$ cat src/ssfe_pkg.sv
// ----------------------------------------------------------------------------
// ssfe_pkg
// Shared types, constants and encoding functions of the seven-segment frame
// encoder: segment table, uuencode mapping, controller states and the
// command and status bundles between controller and datapath.
// ----------------------------------------------------------------------------
package ssfe_pkg;

  localparam int MAX_CHARS_DEF = 4;
  localparam int NUM_CHAR_PORTS = 4;
  localparam int FRAME_HDR = 5;        // length, position, command, blink, checksum

  localparam logic [7:0] STX_BYTE  = 8'h01;
  localparam logic [7:0] ETX_BYTE  = 8'h03;
  localparam logic [7:0] UU_ZERO   = 8'h60;
  localparam logic [7:0] UU_BIAS   = 8'h20;
  localparam logic [7:0] CHAR_BASE = 8'h20;

  typedef enum logic [1:0] {
    ST_IDLE,
    ST_START,
    ST_DATA,
    ST_END
  } ssfe_state_t;

  typedef struct packed {
    logic load;
    logic emit_start;
    logic emit_data;
    logic emit_end;
  } ssfe_cmd_t;

  typedef struct packed {
    logic out_free;
    logic data_done;
  } ssfe_sts_t;

  // Seven-segment pattern for a table index; indexes past 'Z' are blank.
  function automatic logic [7:0] seg_pattern(input logic [5:0] idx);
    logic [7:0] pat;
    unique case (idx)
      6'd13:   pat = 8'h40;
      6'd16:   pat = 8'h3F;
      6'd17:   pat = 8'h06;
      6'd18:   pat = 8'h5B;
      6'd19:   pat = 8'h4F;
      6'd20:   pat = 8'h66;
      6'd21:   pat = 8'h6D;
      6'd22:   pat = 8'h7D;
      6'd23:   pat = 8'h07;
      6'd24:   pat = 8'h7F;
      6'd25:   pat = 8'h6F;
      6'd33:   pat = 8'h77;
      6'd34:   pat = 8'h7C;
      6'd35:   pat = 8'h39;
      6'd36:   pat = 8'h5E;
      6'd37:   pat = 8'h79;
      6'd38:   pat = 8'h71;
      6'd39:   pat = 8'h6F;
      6'd40:   pat = 8'h74;
      6'd41:   pat = 8'h30;
      6'd42:   pat = 8'h0E;
      6'd44:   pat = 8'h38;
      6'd46:   pat = 8'h54;
      6'd47:   pat = 8'h5C;
      6'd48:   pat = 8'h73;
      6'd49:   pat = 8'h67;
      6'd50:   pat = 8'h50;
      6'd51:   pat = 8'h6D;
      6'd53:   pat = 8'h3E;
      6'd54:   pat = 8'h1C;
      6'd56:   pat = 8'h76;
      6'd57:   pat = 8'h66;
      6'd58:   pat = 8'h5B;
      default: pat = 8'h00;
    endcase
    return pat;
  endfunction

  // Segment byte: pattern shifted left, dot in bit 0.
  function automatic logic [7:0] seg_byte(input logic [7:0] ch, input logic dot);
    logic [7:0] rel;
    logic [7:0] pat;
    rel = ch - CHAR_BASE;
    pat = seg_pattern(rel[5:0]);
    return {pat[6:0], dot};
  endfunction

  // Printable form of one 6-bit value; zero goes out as a backquote.
  function automatic logic [7:0] uu_char(input logic [5:0] v);
    logic [7:0] c;
    if (v == 6'd0) begin
      c = UU_ZERO;
    end else begin
      c = {2'b00, v} + UU_BIAS;
    end
    return c;
  endfunction

endpackage

$ cat src/ssfe_ctrl.sv
// ----------------------------------------------------------------------------
// ssfe_ctrl
// Sequencer: takes a message, then walks start byte, encoded groups and end
// byte, issuing one emit command per free output slot.
// ----------------------------------------------------------------------------
module ssfe_ctrl
  import ssfe_pkg::*;
(
  input  logic      clk,
  input  logic      rst_n,
  input  logic      in_valid,
  output logic      in_stall,
  input  ssfe_sts_t sts,
  output ssfe_cmd_t cmd
);

  ssfe_state_t state_r, state_nxt;

  always_ff @(posedge clk) begin
    if (!rst_n) begin
      state_r <= ST_IDLE;
    end else begin
      state_r <= state_nxt;
    end
  end

  always_comb begin
    state_nxt = state_r;
    cmd       = '0;
    in_stall  = 1'b1;
    unique case (state_r)
      ST_IDLE: begin
        in_stall = 1'b0;
        if (in_valid) begin
          cmd.load  = 1'b1;
          state_nxt = ST_START;
        end
      end
      ST_START: begin
        if (sts.out_free) begin
          cmd.emit_start = 1'b1;
          state_nxt      = ST_DATA;
        end
      end
      ST_DATA: begin
        if (sts.out_free) begin
          cmd.emit_data = 1'b1;
          if (sts.data_done) begin
            state_nxt = ST_END;
          end
        end
      end
      ST_END: begin
        if (sts.out_free) begin
          cmd.emit_end = 1'b1;
          state_nxt    = ST_IDLE;
        end
      end
      default: begin
        state_nxt = ST_IDLE;
      end
    endcase
  end

endmodule

$ cat src/ssfe_dp.sv
// ----------------------------------------------------------------------------
// ssfe_dp
// Datapath: position register, frame builder with checksum, frame shift line
// read three bytes at a time, sextet select and the output register.
// ----------------------------------------------------------------------------
module ssfe_dp
  import ssfe_pkg::*;
#(
  parameter int MAX_CHARS = MAX_CHARS_DEF
) (
  input  logic       clk,
  input  logic       rst_n,
  input  ssfe_cmd_t  cmd,
  output ssfe_sts_t  sts,
  input  logic       cfg_we,
  input  logic [7:0] cfg_position_byte,
  input  logic [7:0] in_char_0,
  input  logic [7:0] in_char_1,
  input  logic [7:0] in_char_2,
  input  logic [7:0] in_char_3,
  input  logic [2:0] in_char_count,
  input  logic [7:0] in_dot_mask,
  input  logic [7:0] in_command_byte,
  input  logic [7:0] in_blink_byte,
  output logic       out_valid,
  input  logic       out_stall,
  output logic [7:0] out_byte,
  output logic       out_last_byte
);

  localparam int FRAME_LEN_MAX = MAX_CHARS + FRAME_HDR;
  localparam int NUM_GRP       = (FRAME_LEN_MAX + 2) / 3;
  localparam int FRAME_DEPTH   = 3 * NUM_GRP;
  localparam int GW            = (NUM_GRP > 1) ? $clog2(NUM_GRP) : 1;

  logic [7:0]    pos_r;
  logic [7:0]    frame_r   [FRAME_DEPTH];
  logic [7:0]    frame_nxt [FRAME_DEPTH];
  logic [GW-1:0] grp_r, grp_last_r;
  logic [1:0]    sext_r;
  logic [7:0]    out_byte_r;
  logic          out_last_r;
  logic          out_valid_r;

  logic [7:0]    chars [NUM_CHAR_PORTS];
  logic [7:0]    seg_w [MAX_CHARS];
  logic [2:0]    cnt;
  logic [3:0]    len;
  logic [7:0]    csum;
  logic [23:0]   grp_word;
  logic [5:0]    sextet;

  assign chars[0] = in_char_0;
  assign chars[1] = in_char_1;
  assign chars[2] = in_char_2;
  assign chars[3] = in_char_3;

  // Clamp the count to the configured character capacity.
  assign cnt = (in_char_count > 3'(MAX_CHARS)) ? 3'(MAX_CHARS) : in_char_count;
  assign len = {1'b0, cnt} + 4'(FRAME_HDR);

  always_comb begin
    for (int i = 0; i < MAX_CHARS; i++) begin
      seg_w[i] = seg_byte(chars[i], in_dot_mask[i]);
    end
  end

  always_comb begin
    csum = {4'd0, len} ^ pos_r ^ in_command_byte ^ in_blink_byte;
    for (int i = 0; i < MAX_CHARS; i++) begin
      if (cnt > 3'(i)) begin
        csum = csum ^ seg_w[i];
      end
    end
  end

  // Raw frame, zero past the checksum so the last group pads itself.
  for (genvar p = 0; p < FRAME_DEPTH; p++) begin : g_frame
    if (p == 0) begin : g_len
      assign frame_nxt[p] = {4'd0, len};
    end else if (p == 1) begin : g_pos
      assign frame_nxt[p] = pos_r;
    end else if (p == 2) begin : g_cmd
      assign frame_nxt[p] = in_command_byte;
    end else if (p == 3) begin : g_blink
      assign frame_nxt[p] = in_blink_byte;
    end else if (p - 4 < MAX_CHARS) begin : g_seg
      assign frame_nxt[p] = (len == 4'(p + 1)) ? csum :
                            (cnt > 3'(p - 4)) ? seg_w[p - 4] : 8'h00;
    end else begin : g_tail
      assign frame_nxt[p] = (len == 4'(p + 1)) ? csum : 8'h00;
    end
  end

  always_ff @(posedge clk) begin
    if (!rst_n) begin
      pos_r <= 8'h00;
    end else if (cfg_we) begin
      pos_r <= cfg_position_byte;
    end
  end

  // Load the frame, then shift one group out after its fourth character.
  always_ff @(posedge clk) begin
    for (int p = 0; p < FRAME_DEPTH; p++) begin
      if (cmd.load) begin
        frame_r[p] <= frame_nxt[p];
      end else if (cmd.emit_data && sext_r == 2'd3) begin
        frame_r[p] <= (p + 3 < FRAME_DEPTH) ? frame_r[(p + 3) % FRAME_DEPTH] : 8'h00;
      end
    end
  end

  always_ff @(posedge clk) begin
    if (!rst_n) begin
      grp_r      <= '0;
      grp_last_r <= '0;
      sext_r     <= 2'd0;
    end else if (cmd.load) begin
      grp_r      <= '0;
      grp_last_r <= (len >= 4'd7) ? GW'(2) : GW'(1);
      sext_r     <= 2'd0;
    end else if (cmd.emit_data) begin
      sext_r <= sext_r + 2'd1;
      if (sext_r == 2'd3) begin
        grp_r <= grp_r + GW'(1);
      end
    end
  end

  assign grp_word = {frame_r[0], frame_r[1], frame_r[2]};

  always_comb begin
    unique case (sext_r)
      2'd0:    sextet = grp_word[23:18];
      2'd1:    sextet = grp_word[17:12];
      2'd2:    sextet = grp_word[11:6];
      default: sextet = grp_word[5:0];
    endcase
  end

  always_ff @(posedge clk) begin
    if (!rst_n) begin
      out_valid_r <= 1'b0;
    end else if (cmd.emit_start || cmd.emit_data || cmd.emit_end) begin
      out_valid_r <= 1'b1;
    end else if (!out_stall) begin
      out_valid_r <= 1'b0;
    end
  end

  always_ff @(posedge clk) begin
    if (cmd.emit_start) begin
      out_byte_r <= STX_BYTE;
      out_last_r <= 1'b0;
    end else if (cmd.emit_data) begin
      out_byte_r <= uu_char(sextet);
      out_last_r <= 1'b0;
    end else if (cmd.emit_end) begin
      out_byte_r <= ETX_BYTE;
      out_last_r <= 1'b1;
    end
  end

  assign sts.out_free  = !out_valid_r || !out_stall;
  assign sts.data_done = (sext_r == 2'd3) && (grp_r == grp_last_r);

  assign out_valid     = out_valid_r;
  assign out_byte      = out_byte_r;
  assign out_last_byte = out_last_r;

endmodule

$ cat src/seven_segment_frame_encoder.sv
// ----------------------------------------------------------------------------
// seven_segment_frame_encoder
// Message in, uuencoded seven-segment display frame out, one byte per beat.
// ----------------------------------------------------------------------------
// Each input beat carries up to four ASCII characters, their count, a dot
// mask and two command bytes. The block builds the display frame (length,
// position, command, blink, one segment byte per character, XOR checksum),
// uuencodes it three bytes to four printable characters with zero padding,
// and sends it wrapped in 0x01 ... 0x03, with out_last_byte marking the 0x03.
// That is 10 output beats for messages of zero or one character and 14 for
// two to four. One message is worked on at a time: in_stall stays high from
// the accepting edge until the closing 0x03 has been loaded into the output
// register; with no output stall the output register sends one byte per
// cycle. The 0x03 may still sit in the output register while the next
// message is accepted.
// position_byte is written through cfg_valid/cfg_ready (cfg_ready is always
// high); write it only while no message is in flight. Characters past the
// count are ignored. A character picks its pattern by its offset from space
// taken modulo 64, so some codes outside space..Z wrap onto real patterns;
// offsets past 'Z' show blank.
// ----------------------------------------------------------------------------
module seven_segment_frame_encoder
  import ssfe_pkg::*;
#(
  parameter int MAX_CHARS = MAX_CHARS_DEF
) (
  input  logic       clk,
  input  logic       rst_n,
  input  logic       cfg_valid,
  output logic       cfg_ready,
  input  logic [7:0] cfg_position_byte,
  input  logic       in_valid,
  output logic       in_stall,
  input  logic [7:0] in_char_0,
  input  logic [7:0] in_char_1,
  input  logic [7:0] in_char_2,
  input  logic [7:0] in_char_3,
  input  logic [2:0] in_char_count,
  input  logic [7:0] in_dot_mask,
  input  logic [7:0] in_command_byte,
  input  logic [7:0] in_blink_byte,
  output logic       out_valid,
  input  logic       out_stall,
  output logic [7:0] out_byte,
  output logic       out_last_byte
);

  ssfe_cmd_t cmd;
  ssfe_sts_t sts;

  // The position register takes every write, so never hold off the writer.
  assign cfg_ready = 1'b1;

  // Sequence start byte, data groups and end byte.
  ssfe_ctrl u_ctrl (
    .clk      (clk),
    .rst_n    (rst_n),
    .in_valid (in_valid),
    .in_stall (in_stall),
    .sts      (sts),
    .cmd      (cmd)
  );

  // Build, encode and drive the frame bytes.
  ssfe_dp #(
    .MAX_CHARS (MAX_CHARS)
  ) u_dp (
    .clk               (clk),
    .rst_n             (rst_n),
    .cmd               (cmd),
    .sts               (sts),
    .cfg_we            (cfg_valid && cfg_ready),
    .cfg_position_byte (cfg_position_byte),
    .in_char_0         (in_char_0),
    .in_char_1         (in_char_1),
    .in_char_2         (in_char_2),
    .in_char_3         (in_char_3),
    .in_char_count     (in_char_count),
    .in_dot_mask       (in_dot_mask),
    .in_command_byte   (in_command_byte),
    .in_blink_byte     (in_blink_byte),
    .out_valid         (out_valid),
    .out_stall         (out_stall),
    .out_byte          (out_byte),
    .out_last_byte     (out_last_byte)
  );

endmodule

$ cat config.mk
export PLATFORM = sky130hd
export DESIGN_NAME = seven_segment_frame_encoder
export DESIGN_NICKNAME = d
export VERILOG_FILES = /design/src/ssfe_pkg.sv /design/src/ssfe_ctrl.sv /design/src/ssfe_dp.sv /design/src/seven_segment_frame_encoder.sv
export SDC_FILE = /design/constraint.sdc
export NUM_CORES = 1
export LEC_CHECK = 0
export ABC_AREA = 1
export BUFFER_PORTS_ARGS = -buffer_cell sky130_fd_sc_hd__buf_2
export CORE_ASPECT_RATIO = 0.8
export CORE_UTILIZATION = 30
export DETAILED_ROUTE_END_ITERATION = 8
export MAX_ROUTING_LAYER = met4
export SLEW_MARGIN = 40
export SYNTH_ARGS = -nofsm -noshare
export SYNTH_HDL_FRONTEND = slang
export SYNTH_SLANG_ARGS = --single-unit
$ cat constraint.sdc
create_clock -name clk -period 4 [get_ports clk]
set_clock_uncertainty 0.2 [all_clocks]
set_input_delay 0.2 -clock clk [delete_from_list [all_inputs] [get_ports clk]]
set_output_delay 0.2 -clock clk [all_outputs]
set_load 0.02 [all_outputs]
==> flow_summary_export.csv, run 1 <==
group,metric,value,unit
pwr,p_int,2.22,mW
pwr,ir_drop,0.213,mV
routing,drt-initial-drc-count,761,
synthesis,syn-cell-area,0.00759,mm^2
setup_path,worst_setup_path_start_kind,"flop",
pwr,p_leak,4.19,nW
routing,wl_per_cell,13.9,um
setup_path,crit_family,"buffers and inverters",
floorplanning,fp-row-count,51,
timing,maxSlewHeadroom,50.7,%
synthesis,synth.area.mux_share,0,%
synthesis,synth-warning-count,0,
setup_path,max_stage_delay,600,ps
synthesis,synthXorXnorAreaFrac,2.98,%
setup_path,required,3880,ps
synthesis,ys_seq_area_share,34.0,%
grt,grt_pass1_vias,6886,
flow_run,drv_cap,0,
routing,first_pass_iters,7,
grt,overflow,0,
synthesis,synth_nets,1250,
grt,grt_use_total,17.3,%
pwr,combPwrFrac,34.4,%
grt,grt_max_degree,79,
clock_tree,cts_root_buf,"clkbuf_16",
outcome,outcome,"finished with violations",
setup_path,endpoint_kind,"flop",
synthesis,synth_ff_type,"edfxtp_1",
synthesis,ys_ff_latch,97,
finish,nNetsFinal,1322,
clock_tree,cts_buffer_depth,2,
synthesis,synth_top_family_by_area,"simple AND/OR/NAND/NOR gates",
floorplanning,dieArea,0.0260,mm^2
setup_path,critPathBufInv,5,
finish,final_core_util,35.5,%
synthesis,synth_top_area_share,25.3,%
synthesis,avgSynthCellArea,6.65,um^2
floorplanning,die_h,144,um
clock_tree,hold_buffers,24,
timing,rsz0062_at_grt,"false",
clock_tree,clk_latency,350,ps
pwr,swShare,36.3,%
synthesis,synth_compound_area_share,15.2,%
placement,io_buffers,69,
clock_tree,cts_tree,"yes",
synthesis,synthSimpleGateAreaFrac,31.7,%
grt,grt_pass1_wl,34700,um
placement,gp_congestion,0.917,
routing,drt_wl_total,21400,um
routing,drc,3,
synthesis,yosysUniqueCellTypes,47,
pwr,power_frac_seq,41.9,%
clock_tree,cts_max_level,3,
floorplanning,initial_core_util,30.9,%
pwr,pwr_density_cell,400,mW/mm^2
placement,hpwl,16400,um
timing,hold_viol_final,0,
synthesis,yosys-top-cells-area,"edfxtp_1, nand2_1, dfxtp_1",
synthesis,async_flop_share,0,%
synthesis,synthAdderAreaFrac,5.93,%
timing,tns,0,ps
routing,ant_nets,0,
pwr,power.total,3.48,mW
clock_tree,clkSinkCount,97,
finish,multiInputGateArea,0.00426,mm^2
setup_path,worst-path-max-fanout,78,
outcome,failed_checks,"DRC",
routing,vias,7535,
pwr,p_clk_share,23.7,%
finish,seqCellArea,0.00258,mm^2
synthesis,synth-edff-count,64,
synthesis,yosys.area.top_type,"edfxtp_1",
grt,antenna_found_initial,2,
timing,worstMarginPinSlew,740,ps
floorplanning,io_pins,84,
setup_path,worstPathArrival,2730,ps
routing,avgViaCountPerCell,4.90,
clock_tree,numCtsBuffers,9,
synthesis,synth_cells,1142,
setup_path,crit_chain,"inv_1 > ha_1 > inv_1 > nor2_4 > inv_2 > nor2_1 > inv_2 > nor2_4 > buf_4 > a21oi_1 > o21ai_1 > nand2_1",
timing,period_needed,2850,ps
setup_path,criticalPathCategory,"flop to flop",
finish,area_growth,14.8,%
floorplanning,floorplan.die.width,180,um
clock_tree,post-cts-setup-buffers,0,
clock_tree,cts_resized,0,
clock_tree,clk_pin_slew,70,ps
finish,drive_gt1_share,9.68,%
worst_hold_path,hold_class,"primary input to flop",
finish,fill_cells,2594,
pwr,p_sw,1.26,mW
timing,setup_violations,0,
timing,max_freq,0.351,GHz
timing,finalMaxSlewViolations,0,
timing,finalCritPeriodShare,71.3,%
floorplanning,core,0.0246,mm^2
setup_path,crit_slowest_cell,"buf_4",
-- through the flow --
stage          std cells  hold slack (ps)  cell area [um^2]  setup slack (ps)
3_5_place_dp        1497              233              8190              1080
3_3_place_gp        1497              227              8190              1090
5_1_grt             1538             15.7              8720               795
6_report            1538             24.6              8720              1150
4_1_cts             1537             5.99              8720              1150
2_1_floorplan       1142              135              7590               803
-- path summary, 6_finish.rpt --
| check | to | startpoint | slack (ps) | cells past startpoint |
|---|---|---|---|---|
| worst max register to register | u_dp.frame_r[4][3]$_DFFE_PP_ | u_ctrl.state_r[0]$_SDFFE_PN0P_ | 1150 | 12 |
| worst min-delay path | u_dp.out_valid$_SDFFE_PN0P_ | rst_n | 20 | 3 |
| worst min register to register | u_dp.frame_r[8][7]$_SDFFE_PP0P_ | u_dp.frame_r[8][7]$_SDFFE_PP0P_ | 250 | 2 |
| worst max-delay path | u_dp.frame_r[4][3]$_DFFE_PP_ | u_ctrl.state_r[0]$_SDFFE_PN0P_ | 1150 | 12 |
-- power groups by stage --
stage          clock [mW]  combinational, mW  sequential [mW]
2_1_floorplan           0              0.808             1.50
3_3_place_gp            0               1.17             1.48
3_5_place_dp            0               1.17             1.48
4_1_cts             0.845               1.19             1.46
5_1_grt             0.882               1.36             1.49
6_report            0.824               1.20             1.46
-- cells in the mapped netlist (3+ instances only) --
cell,instances
a211oi_1,4
a21oi_1,80
a31oi_1,5
buf_2,11
buf_4,7
buf_6,3
clkbuf_1,15
dfxtp_1,33
edfxtp_1,64
ha_1,36
inv_1,130
inv_2,13
nand2_1,381
nand2_2,4
nand3_1,90
nand3b_1,4
nand4_1,6
nor2_1,84
nor2_2,3
nor3_1,9
o211ai_1,14
o21ai_0,65
o21ai_1,20
o22ai_1,6
o31ai_1,6
xnor2_1,10
xor2_1,14
-- layout by cell type, fill, tap and decap left out, drive strengths merged, types with 2 or more instances in the layout --
cell type | Yosys | final
nand2 | 386 | 386
inv | 144 | 145
nand3 | 90 | 90
nor2 | 88 | 88
o21ai | 87 | 87
a21oi | 80 | 80
buf | 22 | 74
edfxtp | 64 | 64
ha | 36 | 36
dfxtp | 33 | 33
dlygate4sd3 | 0 | 24
xor2 | 15 | 15
o211ai | 14 | 14
clkbuf | 15 | 13
xnor2 | 10 | 10
nor3 | 10 | 10
nand4 | 6 | 6
o31ai | 6 | 6
o22ai | 6 | 6
a31oi | 5 | 5
clkinv | 3 | 5
nand3b | 4 | 4
a211oi | 4 | 4
or2 | 3 | 3
a22oi | 2 | 2
a22o | 2 | 2
conb | 2 | 2
-- metal layers --
layer  share of wire [%]  routed length (um)  track usage, %
met5                   0                   0               -
met4                0.53                 113            2.31
met3                 6.7                1430            3.20
met2                  42                8920            25.6
met1                  51               11000            24.9
-- state kept, by name (all words and copies together) (netlist names) --
| register | cells |
|---|---|
| u_dp.out_valid | 1 |
| u_dp.grp_r | 2 |
| u_dp.grp_last_r | 2 |
| u_dp.out_byte | 7 |
| u_dp.out_last_byte | 1 |
| u_dp.frame_r | 72 |
| u_dp.sext_r | 2 |
| u_dp.pos_r | 8 |
| u_ctrl.state_r | 2 |
-- final cells by class --
type | instances | area share, %
clock inverter | 3 | 0.258
multi-input combinational | 861 | 48.8
antenna | 1 | 0.0287
inverter | 147 | 6.41
clock buffer | 13 | 2.98
tap | 318 | 4.56
timing repair buffer | 98 | 7.29
sequential | 97 | 29.6
-- cell families (layout without fill, tap and decap cells) --
logic type               after synthesis  after routing
AND/OR/NAND/NOR                      588            588
AO/OA/AOI/OAI                        210            210
buffers and inverters                184            261
flip-flops                            97             97
adder cells (fa/ha/maj)               36             36
XOR/XNOR                              25             25
other                                  2              3
-- worst reg2reg max path: cells and delay by family, from the launching register on --
family	cells	cell delay, ps
adders and majority gates	1	210
and+or+nand+nor	4	580
buffers and inverters	5	1040
DFF	1	330
AOI/OAI and AO/OA	2	230
No activity file was read; power rests on OpenSTA's default activity.
==> run 2: changes to the inputs <==
Settings changed: ABC_AREA 1 to 0.
Clock period 4 ns to 2.73 ns, I/O delays scaled along.
==> flow_summary_export.csv, run 2 <==
group,metric,value,unit
floorplanning,fp-row-count,51,
synthesis,synth_ff_type,"edfxtp_1",
clock_tree,numCtsBuffers,9,
clock_tree,clk_pin_slew,60,ps
timing,fin_ws,217,ps
clock_tree,hold_buffers,36,
timing,tns,0,ps
grt,grt_max_degree,41,
clock_tree,cts_root_buf,"clkbuf_16",
finish,nNetsFinal,1130,
finish,layout_commonest_cell,"nand2_1",
synthesis,post-synth-top-count-cell,"nand2_1",
placement,placed_cell_area,0.00863,mm^2
timing,max_freq,0.398,GHz
pwr,power_frac_seq,40.5,%
synthesis,syn-cell-area,0.00746,mm^2
finish,layoutNonFillerInstCount,1345,
clock_tree,cts_resized,0,
synthesis,synth_nets,976,
clock_tree,cts_buffer_depth,2,
pwr,p_clk_share,22.2,%
setup_path,worst_setup_path_start_kind,"primary input",
setup_path,cp-endpoint,"u_dp.frame_r[5][3]$_DFFE_PP_",
setup_path,crit_start,"in_char_1[0]",
pwr,combPwrFrac,37.3,%
placement,gp_congestion,0.898,
routing,wl_per_cell,15.5,um
timing,period_needed,2510,ps
finish,final_core_util,38.0,%
setup_path,ff2ff_path_depth,6,
pwr,pwr_density_cell,577,mW/mm^2
routing,avgViaCountPerCell,4.98,
worst_hold_path,hold_class,"primary input to flop",
clock_tree,cts_max_level,3,
clock_tree,post-cts-setup-buffers,0,
finish,drive_gt1_share,20.4,%
clock_tree,clkSinkCount,97,
setup_path,worstPathArrival,2410,ps
pwr,power.total,5.35,mW
synthesis,avgSynthCellArea,8.59,um^2
grt,antenna_found_initial,0,
placement,io_buffers,69,
setup_path,worst_r2r_endpoint,"u_dp.frame_r[4][7]$_DFFE_PP_",
placement,hpwl,16000,um
synthesis,synth-warning-count,0,
placement,post-place-ws,-112,ps
floorplanning,dieArea,0.0255,mm^2
timing,worstMarginPinSlew,549,ps
pwr,p_leak,3.83,nW
grt,grt_pass1_wl,33300,um
floorplanning,die_h,143,um
synthesis,yosysUniqueCellTypes,80,
floorplanning,io_pins,84,
grt,overflow,0,
setup_path,r2r_start,"u_ctrl.state_r[0]$_SDFFE_PN0P_",
finish,fill_cells,2507,
timing,whs,71.0,ps
synthesis,yosys-top-cells-area,"edfxtp_1, dfxtp_1, nand2_1",
routing,drt_wl_total,20900,um
finish,final_area,0.00927,mm^2
setup_path,rrSetupSlack,450,ps
routing,ant_nets,0,
setup_path,worst-path-max-fanout,5,
finish,antenna_cells,0,
routing,first_pass_iters,5,
synthesis,synth_top_area_share,25.8,%
outcome,outcome,"finished clean",
synthesis,ys_ff_latch,97,
timing,rsz0062_at_grt,"false",
timing,maxSlewHeadroom,63.4,%
routing,drt-initial-drc-count,608,
routing,drc,0,
placement,dp.cells,1293,
clock_tree,cts_tree,"yes",
grt,grt_pass1_vias,6237,
timing,setup_violations,0,
synthesis,synth_common_cells,"nand2_1, edfxtp_1, a21oi_1",
setup_path,required,2630,ps
grt,grt_use_total,17.2,%
synthesis,ys_seq_area_share,34.6,%
synthesis,yosys.area.top_type,"edfxtp_1",
routing,vias,6697,
floorplanning,core,0.0244,mm^2
pwr,swShare,35.0,%
finish,regMostFlops,"u_dp.frame_r",
synthesis,synth_cells,868,
floorplanning,floorplan.die.width,178,um
setup_path,criticalPathCategory,"primary input to flop",
timing,finalMaxSlewViolations,0,
synthesis,synth-edff-count,64,
pwr,ir_drop,0.340,mV
timing,finalCritPeriodShare,92.0,%
floorplanning,initial_core_util,30.6,%
flow_run,drv_cap,0,
pwr,p_int,3.48,mW
clock_tree,clk_latency,350,ps
pwr,p_sw,1.87,mW
setup_path,endpoint_kind,"flop",
finish,area_growth,24.3,%
timing,hold_viol_final,0,
finish,most-common-layout-cells,"nand2_1, buf_4, buf_2",
finish,largest_reg_flops,72,
synthesis,async_flop_share,0,%
## run 2: changes by cell type in the layout (fill, tap and decap cells not counted), moves of 22 or more
cell and change:
nor2b_1 +30, xnor2_1 +32, buf_4 +86, a21oi_1 -22, nor2_1 -33, nand2b_1 +24
nand3_1 -79, nand2_1 -223, inv_1 -103
## run 2: area by class of cell
cell class                 instances  area [um^2]  share of cell area (%)
clock buffer                      12          246                    2.66
clock inverter                     4         28.8                   0.310
inverter                          31          120                    1.30
multi-input combinational        687         4490                    48.5
sequential                        97         2580                    27.9
tap                              318          398                    4.29
timing repair buffer             196         1400                    15.1
## run 2: how the worst min path moves through the flow
stage	from	endpoint	slack (ps)	cells past startpoint
finish	in_dot_mask[0]	u_dp.frame_r[4][0]$_DFFE_PP_	70	4
global route	in_dot_mask[1]	u_dp.frame_r[5][0]$_DFFE_PP_	90	3
CTS	in_dot_mask[0]	u_dp.frame_r[4][0]$_DFFE_PP_	60	4
detailed placement	cfg_position_byte[0]	u_dp.pos_r[0]$_SDFFE_PN0P_	200	3
global placement	cfg_position_byte[7]	u_dp.pos_r[7]$_SDFFE_PN0P_	200	3
floorplan	rst_n	u_ctrl.state_r[0]$_SDFFE_PN0P_	50	2
## run 2: cell families after synthesis
logic type / count (synthesis) / synth area share (%)
flops: 97 / 34.6
simple gates: 331 / 20.4
compound gates: 234 / 21.7
other cells: 2 / 0.101
buf+inv: 84 / 5.32
mux: 18 / 3.02
fa+ha+maj: 36 / 6.04
xor+xnor: 66 / 8.73
## run 2: power groups by stage
stage	clock network, mW	logic, mW	registers (mW)
after CTS	1.21	2.00	2.17
after floorplan	0	1.26	2.22
after global placement	0	1.93	2.19
final	1.19	2.00	2.17
after detailed placement	0	1.95	2.20
after global routing	1.28	2.22	2.21
## run 2: routing by layer
metal  routed length, um  global-route usage, %  part of all wire, %
met5                   0                      -                    0
met4                 143                   2.50                 0.68
met3                 991                   2.40                  4.7
met2                8890                   25.1                   43
met1               10900                   25.4                   52
## run 2: critical path, cell delays in order
cell	delay, ps
buf_2	120
inv_1	80
ha_1	350
nand2_1	180
a21oi_1	90
a311oi_1	290
o221a_2	280
xor3_1	480
xnor2_1	230
o21ai_1	80
o21a_1	110
==> run 3: changes to the inputs <==
Settings changed: CELL_PAD_IN_SITES_DETAIL_PLACEMENT from default to 1, CELL_PAD_IN_SITES_GLOBAL_PLACEMENT from default to 2, CORE_UTILIZATION 30 to 36, PLACE_DENSITY_LB_ADDON from default to 0.1.
==> flow_summary_export.csv, run 3 (synthesis results as in run 2) <==
group,metric,value,unit
pwr,p_sw,2.10,mW
setup_path,worstPathArrival,2530,ps
finish,drive_gt1_share,22.0,%
floorplanning,floorplan.die.width,163,um
grt,use_met2,41.0,%
placement,io_buffers,69,
finish,largest_reg_flops,72,
floorplanning,io_pins,84,
clock_tree,post-cts-setup-buffers,0,
pwr,p_leak,3.94,nW
setup_path,crit_chain,"dlygate4sd3_1 > buf_2 > xnor2_1 > xnor2_1 > xor2_1 > buf_4 > xnor2_2 > xnor2_1 > xor2_1 > o221ai_1",
clock_tree,numCtsBuffers,9,
grt,grt_max_degree,56,
timing,tns,0,ps
grt,grt_pass1_wl,39800,um
pwr,swShare,36.7,%
pwr,pwr_density_cell,610,mW/mm^2
routing,first_pass_iters,5,
finish,nNetsFinal,1140,
finish,most-common-layout-cells,"nand2_1, buf_4, buf_2",
routing,avgViaCountPerCell,5.40,
timing,max_freq,0.379,GHz
finish,layoutNonFillerInstCount,1301,
setup_path,crit_slowest_cell,"dlygate4sd3_1",
floorplanning,initial_core_util,37.2,%
timing,hold_viol_final,0,
placement,gp_congestion,0.859,
finish,antenna_cells,0,
clock_tree,cts_buffer_depth,2,
grt,use_met1,34.1,%
floorplanning,fp-row-count,46,
grt,grt-busiest-layer,"met2",
floorplanning,dieArea,0.0213,mm^2
timing,period_needed,2640,ps
outcome,outcome,"finished clean",
routing,drt_wl_total,25200,um
pwr,ir_drop,0.376,mV
grt,grt_use_total,25.1,%
setup_path,criticalPathCategory,"primary input to flop",
flow_run,drv_cap,0,
placement,dp.cells,1250,
timing,finalCritPeriodShare,96.7,%
timing,finalMaxSlewViolations,0,
timing,setup_violations,0,
setup_path,crit_family,"XOR/XNOR gates",
routing,ant_nets,0,
worst_hold_path,hold_class,"primary input to flop",
floorplanning,die_h,131,um
clock_tree,clk_latency,350,ps
setup_path,max_stage_delay,540,ps
pwr,p_int,3.63,mW
timing,rsz0062_at_grt,"false",
placement,hpwl,19700,um
grt,grt_pass1_vias,7194,
timing,worstMarginPinSlew,638,ps
timing,whs,21.6,ps
routing,vias,7030,
routing,drt-initial-drc-count,515,
pwr,p_clk_share,23.1,%
floorplanning,core,0.0200,mm^2
pwr,combPwrFrac,38.8,%
clock_tree,cts_max_level,3,
timing,maxSlewHeadroom,57.3,%
finish,layout_commonest_cell,"nand2_1",
clock_tree,cts_root_buf,"clkbuf_16",
setup_path,cpMostUsedCell,"xnor2_1",
finish,regMostFlops,"u_dp.frame_r",
clock_tree,clk_pin_slew,70,ps
routing,wl_per_cell,19.4,um
finish,area_growth,25.9,%
pwr,power_frac_seq,38.1,%
setup_path,required,2630,ps
setup_path,worst-path-max-fanout,2,
grt,antenna_found_initial,0,
setup_path,worst_setup_path_start_kind,"primary input",
clock_tree,cts_tree,"yes",
setup_path,endpoint_kind,"flop",
grt,met3_usage,2.78,%
routing,drc,0,
setup_path,critPathBufInv,3,
clock_tree,clkSinkCount,97,
grt,overflow,0,
## run 3: cell count changes in the layout (fill, tap and decap cells not counted), sizes merged
cell,delta
buf,+11
inv,+4
dlygate4sd3,-1
clkbuf,-2
clkinvlp,-2
## run 3: stage by stage
stage	setup WS, ps	utilization [%]	cell area [um^2]	total power [mW]
final	91.4	46.9	9390	5.73
after global routing	3.07	46.9	9390	6.04
after CTS	49.9	46.7	9350	5.72
after detailed placement	-299	43.4	8690	4.34
after global placement	-229	43.4	8690	4.25
after floorplan	20.5	-	7480	3.48
## run 3: layout make-up
type,count,area [um^2]
clock buffers,10,250
clock inverters,6,65.1
fillers,2393,10600
inverters,31,120
multi-input cells,687,4530
flip-flops and latches,97,2580
well taps,264,330
repair buffers,206,1510
## run 3: layer usage
layer  vias up  share of wire, %
met2       116                47
met1      3472                49
li1       3430                 -
met3        12               3.2
met5         -                 0
met4         0              0.82
## run 3: worst paths after layout
check | start | end | slack (ps) | depth (start not counted)
max | in_command_byte[2] | u_dp.frame_r[4][2]$_DFFE_PP_ | 90 | 10
min | in_valid | u_dp.grp_last_r[1]$_SDFFE_PN0P_ | 20 | 3
max reg2reg | u_ctrl.state_r[0]$_SDFFE_PN0P_ | u_dp.frame_r[5][7]$_DFFE_PP_ | 300 | 6
min reg2reg | u_dp.out_byte[0]$_SDFFE_PP1P_ | u_dp.out_byte[0]$_SDFFE_PP1P_ | 250 | 2
## run 3: power groups by stage
stage	clock network, mW	registers [mW]	logic [mW]
after detailed placement	0	2.21	2.14
after global routing	1.41	2.21	2.42
final	1.33	2.18	2.22
after global placement	0	2.19	2.06
after CTS	1.35	2.18	2.19
after floorplan	0	2.22	1.26
## run 3: tightest hold or removal path, cell delays in order
cell	delay, ps
buf_2	150
a21oi_1	170
nor3b_1	60
## run 3: timing repair
action / 4_1_cts / 5_1_grt
endpoints found under the setup margin: 0 / 6
endpoints found under the hold margin: 31 / 0
hold buffers: 35 / 0
gates resized for setup: 0 / 6
